**src/hw/rtl/ngr_pkg.sv**
```systemverilog
`timescale 1ns / 1ps
// Shared constants, codes and types of the nearest grid resampler.
package ngr_pkg;

    localparam int MAX_SAMPLES = 1024;
    localparam int ADDR_W      = $clog2(MAX_SAMPLES);
    localparam int CNT_W       = ADDR_W + 1;
    localparam int DATA_W      = 32;
    localparam int IDX_W       = 10;
    localparam int PTS_W       = 11;
    localparam int CMD_DEPTH   = 4;

    localparam logic [1:0] FUNC_CLEAR = 2'd0;
    localparam logic [1:0] FUNC_LOAD  = 2'd1;
    localparam logic [1:0] FUNC_QUERY = 2'd2;
    localparam logic [1:0] FUNC_NONE  = 2'd3;

    localparam logic [1:0] ST_OK    = 2'd0;
    localparam logic [1:0] ST_PTS   = 2'd1;
    localparam logic [1:0] ST_INDEX = 2'd2;
    localparam logic [1:0] ST_EMPTY = 2'd3;

    localparam logic [1:0] CFG_LEFT   = 2'd0;
    localparam logic [1:0] CFG_RIGHT  = 2'd1;
    localparam logic [1:0] CFG_POINTS = 2'd2;

    typedef struct packed {
        logic [1:0]               func;
        logic signed [DATA_W-1:0] axis;
        logic signed [DATA_W-1:0] dep;
        logic [IDX_W-1:0]         idx;
    } cmd_t;

    typedef struct packed {
        logic signed [DATA_W-1:0] left;
        logic signed [DATA_W-1:0] right;
        logic [PTS_W-1:0]         points;
        logic                     wr;
    } cfg_t;

endpackage

```
**src/hw/rtl/ngr_front.sv**
```systemverilog
`timescale 1ns / 1ps
// Front end: accepts input items, drops unused codes and queues commands.
module ngr_front (
    input  logic                              clk,
    input  logic                              rst_n,
    input  logic                              push,
    output logic                              full,
    input  logic [1:0]                        func,
    input  logic signed [ngr_pkg::DATA_W-1:0] axis_value,
    input  logic signed [ngr_pkg::DATA_W-1:0] dependent_value,
    input  logic [ngr_pkg::IDX_W-1:0]         grid_index,
    output logic                              cmd_valid,
    output ngr_pkg::cmd_t                     cmd,
    input  logic                              cmd_pop
);

    localparam int PTR_W = $clog2(ngr_pkg::CMD_DEPTH);

    ngr_pkg::cmd_t    q_reg [ngr_pkg::CMD_DEPTH];
    logic [PTR_W-1:0] wp_reg, wp_next;
    logic [PTR_W-1:0] rp_reg, rp_next;
    logic [PTR_W:0]   cnt_reg, cnt_next;
    logic             enq;
    logic             deq;

    assign full      = (cnt_reg == (PTR_W+1)'(ngr_pkg::CMD_DEPTH));
    assign cmd_valid = (cnt_reg != '0);
    assign cmd       = q_reg[rp_reg];

    // unused function codes are taken but never queued
    assign enq = push && !full && (func != ngr_pkg::FUNC_NONE);
    assign deq = cmd_pop && cmd_valid;

    always_comb
    begin
        wp_next  = enq ? wp_reg + PTR_W'(1) : wp_reg;
        rp_next  = deq ? rp_reg + PTR_W'(1) : rp_reg;
        cnt_next = cnt_reg + (PTR_W+1)'(enq) - (PTR_W+1)'(deq);
    end

    always_ff @(posedge clk or negedge rst_n)
    begin
        if (!rst_n)
        begin
            wp_reg  <= '0;
            rp_reg  <= '0;
            cnt_reg <= '0;
        end
        else
        begin
            wp_reg  <= wp_next;
            rp_reg  <= rp_next;
            cnt_reg <= cnt_next;
        end
    end

    always_ff @(posedge clk)
    begin
        if (enq)
        begin
            q_reg[wp_reg] <= '{func: func, axis: axis_value, dep: dependent_value,
                               idx: grid_index};
        end
    end

endmodule

```
**config.mk**
```make
export PLATFORM = sky130hd
export DESIGN_NAME = ngr_front
export DESIGN_NICKNAME = d
export VERILOG_FILES = /design/src/hw/rtl/ngr_pkg.sv /design/src/hw/rtl/ngr_front.sv
export SDC_FILE = /design/constraint.sdc
export NUM_CORES = 1
export LEC_CHECK = 0
export ABC_CLOCK_PERIOD_IN_PS = 4040
export BUFFER_PORTS_ARGS = -buffer_cell sky130_fd_sc_hd__buf_2
export CORE_ASPECT_RATIO = 1.5
export CORE_MARGIN = 5
export CORE_UTILIZATION = 57
export DETAILED_ROUTE_END_ITERATION = 10
export GPL_ROUTABILITY_DRIVEN = 0
export GPL_TIMING_DRIVEN = 0
export HOLD_SLACK_MARGIN = 0.15
export PLACE_DENSITY = 0.83
export SETUP_SLACK_MARGIN = 0.5
export SLEW_MARGIN = 10
export SYNTH_ARGS = -nofsm -noshare
export SYNTH_HDL_FRONTEND = slang
export SYNTH_SLANG_ARGS = --single-unit
```
**constraint.sdc**
```tcl
create_clock -name clk -period 4.04 [get_ports clk]
set_clock_uncertainty 0.15 [all_clocks]
set_input_delay 0.808 -clock clk [delete_from_list [all_inputs] [get_ports clk]]
set_output_delay 0.808 -clock clk [all_outputs]
set_load 0.01 [all_outputs]
```
==> results of run 1 <==
-- cell type report --
type / count / area share (%)
Timing Repair Buffer: 162 / 6.621
Clock inverter: 14 / 1.687
Multi-Input combinational cell: 98 / 14.36
Antenna cell: 3 / 0.05532
Clock buffer: 31 / 5.090
Tap cell: 260 / 2.397
Buffer: 18 / 1.033
Sequential cell: 311 / 68.57
Inverter: 7 / 0.1936
-- worst min path at each step --
stage,endpoint,slack [ps],depth (start not counted)
2_1_floorplan,cnt_reg[0]$_DFF_PN0_,360,0
3_3_place_gp,wp_reg[1]$_DFFE_PN0P_,370,1
3_5_place_dp,cnt_reg[0]$_DFF_PN0_,420,1
4_1_cts,q_reg[0][34]$_DFFE_PP_,330,1
5_1_grt,q_reg[0][73]$_DFFE_PP_,330,1
6_report,q_reg[3][63]$_DFFE_PP_,350,1
-- layer usage --
layer  vias to the layer above  share of wire [%]  global-route usage, %
met3                        33                5.4                  3.263
met4                         0                2.2                  5.339
met1                      2655                 36                  22.27
met5                         -                  0                      0
met2                       167                 57                  33.65
li1                       2237                  -                      -
-- cells in the final DEF (no fill, tap or decap), types with 2 or more instances in the layout --
cell / netlist / routed
xnor2_1: 4 / 4
clkinvlp_4: 0 / 2
ha_1: 6 / 6
diode_2: 0 / 3
inv_1: 7 / 7
buf_4: 3 / 3
clkinv_1: 0 / 2
buf_2: 8 / 165
edfxtp_1: 304 / 304
bufinv_16: 0 / 6
mux4_2: 76 / 76
and2_4: 0 / 4
clkinv_2: 0 / 3
clkbuf_1: 3 / 7
dfrtp_1: 7 / 7
buf_16: 0 / 3
clkbuf_16: 0 / 27
buf_12: 2 / 3
-- per-stage QoR --
stage                     hold slack [ps]  area (sq um)  worst slack, ps  cells
after floorplan                     361.6         11410             1311    434
after global placement              372.5         12520            513.0    851
after detailed placement            419.9         12630             1081    855
after CTS                           329.6         13560            839.4    901
after global routing                327.6         13570            807.2    904
final                               354.8         13570            907.6    904
-- kinds of logic after synthesis --
logic type,Yosys count
flip-flops,311
AO/OA/AOI/OAI,2
XOR/XNOR,5
buffers and inverters,25
adder cells (fa/ha/maj),7
multiplexers,77
AND/OR/NAND/NOR,7
-- power by group --
group          total (mW)  internal (mW)  switching, mW
logic                2.83           1.34           1.49
clock network        2.66           1.61           1.05
registers            4.24           4.11          0.132
total                9.72           7.05           2.67
-- what timing repair did --
item	CTS	global route
setup endpoints to repair	0	0
hold buffers	1	0
hold endpoints to repair	7	0
==> reports/results.txt, run 1 <==
Final Cycle Share = 77.53%
multi-input logic area = 0.001948 sq mm
register area share after synthesis = 81.55%
die footprint = 0.02300 sq mm
TritonCTS clock tree = done
RR Startpoint = cnt_reg[2]$_DFF_PN0_
main flop type after synthesis = edfxtp_1
share of cells above drive strength 1 = 46.33%
initial drt markers = 374
share of the synthesized area in the top cell type = 80.02%
Crit Path Category = flop to output port
Cell variety after synth = 21
post-synthesis adder-cell area fraction = 0.8335%
cell repeated most along the worst path = buf_2
pin count of the biggest net entering global routing = 42
routed vias/inst = 5.633
FF/Latch Area = 0.009304 sq mm
Layout Utilization = 68.86%
fillers = 1,256
post-synthesis xor/xnor area fraction = 0.3839%
Post-Synth Simple-Gate Area = 0.4168%
most frequent cells after synthesis = 304 x edfxtp_1, 76 x mux4_2, 8 x buf_2
slew of the pin with the lowest slew margin = 766.6 ps
Area Overhead vs Synth = 18.94%
Root Buffer = clkbuf_16
Max Freq = 319.2 MHz
Critical Path Start = rp_reg[1]$_DFFE_PN0P_
critical path arrival = 2170 ps
initial core utilization = 57.89%
# rows = 63
max_slew headroom = 48.89%
Core Area = 0.01971 sq mm
complex-gate fraction of the synthesized area = 0.2522%
Vias = 5,092
Post-Route WL = 20,930 um
main combinational cell family by area after synthesis = multiplexers
drc violations = 0
Largest register FFs = 304
cell taking the most area after synthesis = edfxtp_1
Final setup violation count = 0
Warnings, synthesis = 0
RSZ-0062 raised after global routing = false
initial antenna violation count = 3
Crit. path cell count = 4
Pwr per Cell Area = 716.5 mW/mm^2
worst path bufs/invs = 3
Seq cells post-synth = 311
post-DP HPWL = 13,430 um
clk sinks = 311
R2R Setup Slk = 1460 ps
synthesized area per cell = 26.29 sq um
gate family responsible for the most delay along the worst path = buffers and inverters
Total Power = 9.722 mW
post-route ant nets = 0
htree depth = 1
chip height = 183.3 um
most common cell in the synthesized netlist = edfxtp_1
total of max-cap violations = 0
Post-Syn Nets = 521
# Post-CTS Setup Buffers = 0
crit end category = output port
asr flop ratio synth = 2.251%
type of origin of the critical path = flop
Post-Syn Area = 0.01141 sq mm
min Tclk post-route = 3132 ps
Wirelength per Cell = 23.15 um
Post-synth EDFFs = 304
Hold Fails Final Rpt = 0
Total Nets Final = 712
vias in the first global route = 5,636
RR Endpoint = cnt_reg[2]$_DFF_PN0_
Final Max Slew Viols = 0
status = completed
DR pass1 iterations = 4
grt ovf = 0
top cells by area, synth = edfxtp_1 80%, mux4_2 15%, dfrtp_1 1.5%, ha_1 0.66%, buf_12 0.35%
clk slew on worst S/H paths = 60 ps
Setup TNS = 0 ps
cell breakdown of the critical path = buf_2 > clkbuf_1 > mux4_2 > buf_2
FF-to-FF path depth = 10
peak supply drop = 0.0004830 V
mux share of post-synthesis cell area = 15.10%
number of I/O port buffers = 157
first-pass GRT wire length = 32,190 um
Slowest cell on crit path = clkbuf_1
Cells after Synth = 434
total clock buffers created by CTS = 27
Max stage delay on crit path = 590 ps
gr usage total = 18.30%
Worst Path Max Fanout = 10
CP Capture Point = cmd[33]
Worst EP required = 3080 ps
Hold Crit Start = axis_value[21]
Ports = 158
die width = 125.5 um
worst-skew pair later-pin latency = 520 ps
worst hold path class = primary input to flop
Max clock buf depth = 3
CTS resizes = 0
Pleak = 4.659 nW
Power figures use the tool's default switching activity.
==> run 2: changes to the inputs <==
ABC_AREA = 1   (was unset)
ABC_CLOCK_PERIOD_IN_PS = 3300   (was 4040)
CORE_UTILIZATION = 58   (was 57)
PLACE_DENSITY = 0.84   (was 0.83)
clock period = 3.3 ns   (was 4.04 ns; I/O delays follow)
==> run 2 against run 1 <==
Compared with the run above:
- sequential share of layout area shrank 6.0 points
- cell count grew 60%
- sequential power rose by 21%
- via count grew 55%
- hold slack got worse by 170 ps
- critical path depth grew 3
- largest power group unchanged
- clock power is 21% higher
- wire length increased by 33%
- critical path type unchanged
==> reports/results.txt, run 2 <==
Area Overhead vs Synth = 19.68%
DR pass1 iterations = 7 (+3)
register area share after synthesis = 74.90% (-6.7 points)
min Tclk post-route = 2736 ps
Vias = 7,907 (+55%)
Layout Utilization = 70.58% (+1.7 points)
Wirelength per Cell = 19.24 um (-17%)
FF/Latch Area = 0.009305 sq mm (about the same)
cell breakdown of the critical path = clkbuf_4 > inv_4 > buf_8 > buf_6 > o211ai_1 > nand2_1 > buf_2
cell taking the most area after synthesis = edfxtp_1
routed vias/inst = 5.476 (-2.8%)
gr usage total = 22.31% (+4.0 points)
most frequent cells in the layout = 304 x edfxtp_1, 245 x nand2_1, 177 x buf_2, 168 x inv_1, 152 x o211ai_1
vias in the first global route = 8,284 (+47%)
RSZ-0062 raised after global routing = true
Cell variety after synth = 16 (-24%)
# rows = 65 (+3.2%)
peak supply drop = 0.0007986 V (+65%)
first-pass GRT wire length = 42,380 um (+32%)
most common cell in the synthesized netlist = edfxtp_1
Max Freq = 365.6 MHz
Final setup violation count = 0 (unchanged)
Post-Route WL = 27,780 um (+33%)
most common cell after layout, fill and taps aside = edfxtp_1
post-DP HPWL = 17,910 um (+33%)
initial antenna violation count = 7 (+4)
number of I/O port buffers = 157 (unchanged)
Total Nets Final = 1,236 (+74%)
Pwr per Cell Area = 877.0 mW/mm^2 (+22%)
Final Cycle Share = 82.89%
mux share of post-synthesis cell area = 0% (-15 points)
share of cells above drive strength 1 = 23.06% (-23 points)
Hold Fails Final Rpt = 0 (unchanged)
share of the synthesized area in the top cell type = 73.49% (-6.5 points)
htree depth = 1 (unchanged)
Post-Syn Area = 0.01242 sq mm (+8.9%)
Seq cells post-synth = 311 (unchanged)
multi-input logic area = 0.002251 sq mm (+16%)
status = completed
Placement Cell Area = 0.01383 sq mm (+9.5%)
gate family responsible for the most delay along the worst path = buffers and inverters
fillers = 1,368 (+8.9%)
grt ovf = 0 (unchanged)
initial core utilization = 58.97% (+1.1 points)
die width = 129.5 um (+3.2%)
initial drt markers = 597 (+60%)
complex-gate fraction of the synthesized area = 9.226% (+9.0 points)
total clock buffers created by CTS = 28 (+3.7%)
crit end category = output port
worst-skew pair later-pin latency = 530 ps (about the same)
Post-Syn Nets = 1,035 (+99%)
hold_ws = 186.2 ps (-168.6 ps)
type of origin of the critical path = flop
chip height = 189.2 um (+3.3%)
Largest register FFs = 304 (unchanged)
post-synthesis xor/xnor area fraction = 0% (-0.38 points)
post-route ant nets = 0 (unchanged)
worst hold path class = primary input to flop
Warnings, synthesis = 0 (unchanged)
Core Area = 0.02106 sq mm (+6.9%)
Slowest cell on crit path = dfrtp_1
Root Buffer = clkbuf_16
die footprint = 0.02450 sq mm (+6.5%)
Max clock buf depth = 3 (unchanged)
top cells by area, synth = edfxtp_1 73%, o211ai_1 9.2%, nand2_1 7.4%, inv_1 5.1%, dfrtp_1 1.4%
Finished Layout Cells = 1,444 (+60%)
Ports = 158 (unchanged)
max_slew headroom = 40.84% (-8.1 points)
Total Power = 13.04 mW (+34%)
synthesized area per cell = 13.10 sq um (-50%)
worst path bufs/invs = 5 (+2)
critical path arrival = 1930 ps (-240 ps)
most frequent cells after synthesis = 304 x edfxtp_1, 246 x nand2_1, 168 x inv_1
TritonCTS clock tree = done
Post-Synth Simple-Gate Area = 7.836% (+7.4 points)
Worst EP required = 2490 ps (-590 ps)
Final Max Slew Viols = 0 (unchanged)
post-synthesis adder-cell area fraction = 0.7655% (-0.068 points)
dpl ws = 529.3 ps (-552.1 ps)
Cells after Synth = 948 (+120%)
Setup TNS = 0 ps (unchanged)
Worst Path Max Fanout = 10 (unchanged)
Post-synth EDFFs = 304 (unchanged)
fin area = 0.01487 sq mm (+9.6%)
DP Cell Count = 1,384 (+62%)
total of max-cap violations = 0 (unchanged)
clk sinks = 311 (unchanged)
drc violations = 0 (unchanged)
slew of the pin with the lowest slew margin = 885.3 ps (+118.7 ps)
clk slew on worst S/H paths = 60 ps (about the same)
Setup WS post-layout = 564.5 ps (-343.1 ps)
pin count of the biggest net entering global routing = 28 (-33%)
Pleak = 6.091 nW (+31%)
main flop type after synthesis = edfxtp_1
Max stage delay on crit path = 360 ps (-230 ps)
main combinational cell family by area after synthesis = compound AO/OA/AOI/OAI gates
asr flop ratio synth = 2.251% (unchanged)
Crit Path Category = flop to output port
## run 2: cell types whose count changed after synthesis, moves of 4 or more
cell	delta
nand2_1	+245
inv_1	+161
o211ai_1	+152
mux4_2	-76
buf_2	+21
nand3_1	+7
buf_1	+5
clkbuf_1	+5
and2_1	-4
nor2_1	+4
xnor2_1	-4
## run 2: path summary, 6_finish.rpt
path | startpoint | endpoint | slack (ps) | cells after the start
worst max-delay path | rp_reg[1]$_DFFE_PN0P_ | cmd[58] | 560 | 7
worst min-delay path | axis_value[10] | q_reg[2][52]$_DFFE_PP_ | 190 | 1
worst max register to register | cnt_reg[1]$_DFF_PN0_ | q_reg[0][33]$_DFFE_PP_ | 840 | 6
worst min register to register | cnt_reg[0]$_DFF_PN0_ | cnt_reg[0]$_DFF_PN0_ | 380 | 1
max in group asynchronous | rst_n | rp_reg[0]$_DFFE_PN0P_ | 2470 | 2
min in group asynchronous | rst_n | cnt_reg[1]$_DFF_PN0_ | 350 | 2
## run 2: cell families (layout without fill, tap and decap cells)
group           after synthesis  count (layout)
buf+inv                     220             443
fa+ha+maj                     7               7
compound gates              153             153
simple gates                257             257
other cells                   0               5
flops                       311             311
## run 2: layout make-up
cell class | instances | area share [%]
inverter | 170 | 4.343
clock buffer | 30 | 4.907
tap | 268 | 2.256
sequential | 311 | 62.59
buffer | 50 | 2.256
timing repair buffer | 171 | 7.137
clock inverter | 22 | 1.288
antenna | 5 | 0.08416
multi-input combinational | 417 | 15.14
## run 2: metal layers
layer	wire [um]	track usage, %	vias up
li1	-	-	3713
met2	14910	40.42	312
met5	27	0	-
met3	1647	3.161	71
met4	1068	9.600	4
met1	10120	26.21	3807
## run 2: power by group
group | switching [mW] | internal [mW]
Combinational | 3.04 | 1.64
Sequential | 0.154 | 4.99
Clock | 1.38 | 1.83
Total | 4.57 | 8.47
## run 2: worst reg2reg max path: stages, from the launching register on
cell	delay, ps
dfrtp_1	400
inv_1	90
nand3_1	180
nand2_2	230
nor2_4	570
buf_12	300
buf_12	220
## run 2: repair_timing
item	CTS	global route
hold endpoints to repair	7	0
buffers inserted	0	2
resized for setup	27	11
pin swaps	0	2
hold buffers	1	0
gates cloned	0	0
setup endpoints to repair	76	73
==> run 3: changes to the inputs <==
ABC_CLOCK_PERIOD_IN_PS = 2500   (was 3300)
CORE_UTILIZATION = 52   (was 58)
PLACE_DENSITY = 0.8   (was 0.84)
clock period = 2.5 ns   (was 3.3 ns; I/O delays follow)
==> run 3 against run 2 <==
Compared with the run above:
- the flow now finishes with violations (setup timing)
- sequential power grew 32%
- cell count is 9.7% higher
- via count is 6.4% higher
- count of clock-buffer cells in the layout grew 2
- sequential share of layout area shrank 5.3 points
- first-iteration DRC count grew 16%
- clock power rose by 22%
- total power grew 39%
- critical path type unchanged
- critical endpoint is now cmd[59]
- largest power group is now combinational logic
==> reports/results.txt, run 3 (synthesis gave the netlist of run 2 again) <==
most common cell after layout, fill and taps aside = edfxtp_1
RR Endpoint = cnt_reg[1]$_DFF_PN0_
RR Startpoint = cnt_reg[0]$_DFF_PN0_
drc violations = 0 (unchanged)
routed vias/inst = 5.313 (-3.0%)
total clock buffers created by CTS = 27 (-3.6%)
worst-skew pair later-pin latency = 520 ps (about the same)
type of origin of the critical path = flop
Setup WS post-layout = -62.76 ps (-627.3 ps)
GRT Max-Usage Layer = met2
slew of the pin with the lowest slew margin = 251.3 ps (-634.1 ps)
initial core utilization = 52.51% (-6.5 points)
Crit Path Category = flop to output port
Final Max Slew Viols = 0 (unchanged)
share of cells above drive strength 1 = 24.45% (+1.4 points)
worst hold path class = primary input to flop
DR pass1 iterations = 5 (-2)
max_slew headroom = 83.25% (+42 points)
DP Cell Count = 1,436 (+3.8%)
most frequent cells in the layout = 304 x edfxtp_1, 241 x nand2_1, 157 x inv_1, 156 x buf_2, 152 x o211ai_1
Layout Utilization = 68.63% (-2.0 points)
Core Area = 0.02366 sq mm (+12%)
grt met3 use = 2.972% (-0.19 points)
gr usage total = 21.94% (-0.38 points)
Pleak = 6.628 nW (+8.8%)
TritonCTS clock tree = done
min Tclk post-route = 2563 ps
initial drt markers = 691 (+16%)
worst hold path depth = 3 (+2)
Finished Layout Cells = 1,584 (+9.7%)
Vias = 8,415 (+6.4%)
failing checks = setup timing
met1 Use GR = 26.24% (+0.037 points)
first-pass GRT wire length = 45,860 um (+8.2%)
R2R Setup Slk = 430 ps (-410 ps)
Root Buffer = clkbuf_16
Worst Path Max Fanout = 8 (-2)
Largest register FFs = 304 (unchanged)
peak supply drop = 0.001018 V (+27%)
GR Util met2 = 40.58% (+0.17 points)
Hold Fails Final Rpt = 0 (unchanged)
Final Cycle Share = 102.5%
die width = 136.2 um (+5.2%)
grt ovf = 0 (unchanged)
Setup TNS = -1004 ps (-1004 ps)
Post-Route WL = 30,500 um (+9.8%)
Max clock buf depth = 3 (unchanged)
Max Freq = 390.2 MHz
Final setup violation count = 35 (+35)
Ports = 158 (unchanged)
post-DP HPWL = 18,350 um (+2.5%)
post-route ant nets = 0 (unchanged)
clk slew on worst S/H paths = 70 ps (about the same)
Wirelength per Cell = 19.26 um (+0.11%)
chip height = 199.3 um (+5.3%)
htree depth = 1 (unchanged)
critical path arrival = 1910 ps (-20 ps)
vias in the first global route = 8,667 (+4.6%)
Pwr per Cell Area = 1116 mW/mm^2 (+27%)
clk sinks = 311 (unchanged)
RSZ-0062 raised after global routing = true
total of max-cap violations = 0 (unchanged)
Worst EP required = 1850 ps (-640 ps)
number of I/O port buffers = 157 (unchanged)
# rows = 69 (+6.2%)
initial antenna violation count = 4 (-3)
Area Overhead vs Synth = 30.69%
FF-to-FF path depth = 9 (+3)
die footprint = 0.02714 sq mm (+11%)
status = finished with violations
Worst Hold End = rp_reg[0]$_DFFE_PN0P_
crit end category = output port
pin count of the biggest net entering global routing = 27 (-3.6%)
Hold Crit Start = cmd_pop
Total Nets Final = 1,335 (+8.0%)
run 3: cell types whose count changed in the layout (fill, tap and decap cells not counted), sizes merged, moves of 2 or more:
cell	change
buf	+23
clkinv	-3
diode	-4
dlygate4sd3	+76
clkbuf	+2
clkinvlp	-4
run 3: report_power, final:
group | internal [mW] | leakage (nW) | total [mW] | switching [mW]
logic | 2.99 | 3.38 | 7.38 | 4.39
clock network | 2.18 | 0.398 | 3.91 | 1.73
registers | 6.59 | 2.85 | 6.82 | 0.232
total | 11.8 | 6.63 | 18.1 | 6.36
run 3: area by class of cell:
class	count	area, sq um
Sequential cell	311	9306
Fill cell	1573	7421
Multi-Input combinational cell	417	2345
Timing Repair Buffer	270	2137
Clock buffer	32	694.4
Inverter	170	658.1
Buffer	50	566.8
Tap cell	319	399.1
Clock inverter	13	117.6
Timing Repair inverter	1	7.507
Antenna cell	1	2.502
run 3: timing repair:
item | CTS | global route
gates cloned | 1 | 4
hold buffers | 78 | 0
buffers inserted | 2 | 18
gates resized for setup | 95 | 49
endpoints found under the hold margin | 313 | 0
pin swaps | 9 | 31
endpoints found under the setup margin | 335 | 278
run 3: worst max-delay path, cell delays in order (launching register included):
cell,delay [ps]
dfrtp_2,420
clkinv_4,140
clkbuf_16,220
buf_12,140
o211ai_1,200
nand2_1,110
buf_2,150
run 3: how the worst max path moves through the flow:
stage	from	end	slack (ps)
floorplan	func[0]	q_reg[0][0]$_DFFE_PP_	-20
global placement	func[0]	q_reg[0][41]$_DFFE_PP_	-1030
detailed placement	func[0]	q_reg[1][41]$_DFFE_PP_	-20
CTS	rp_reg[0]$_DFFE_PN0P_	cmd[42]	-60
global route	rp_reg[0]$_DFFE_PN0P_	cmd[31]	-160
finish	rp_reg[0]$_DFFE_PN0P_	cmd[59]	-60
run 3: per-layer routing:
metal  wire length (um)  vias up
met2              16590      334
li1                   -     3897
met5                 34        -
met4                925        6
met1              11310     4101
met3               1650       77
run 3: per-stage QoR:
stage | hold slack, ps | setup WS, ps | power, mW | area, sq um
floorplan | 54.41 | -24.62 | 10.38 | 12470
global placement | 190.2 | -1029 | 12.63 | 13660
detailed placement | 200.4 | -24.22 | 12.97 | 13930
CTS | 159.0 | -61.74 | 17.48 | 15840
global route | 152.1 | -159.3 | 19.00 | 16230
finish | 164.7 | -62.76 | 18.11 | 16230
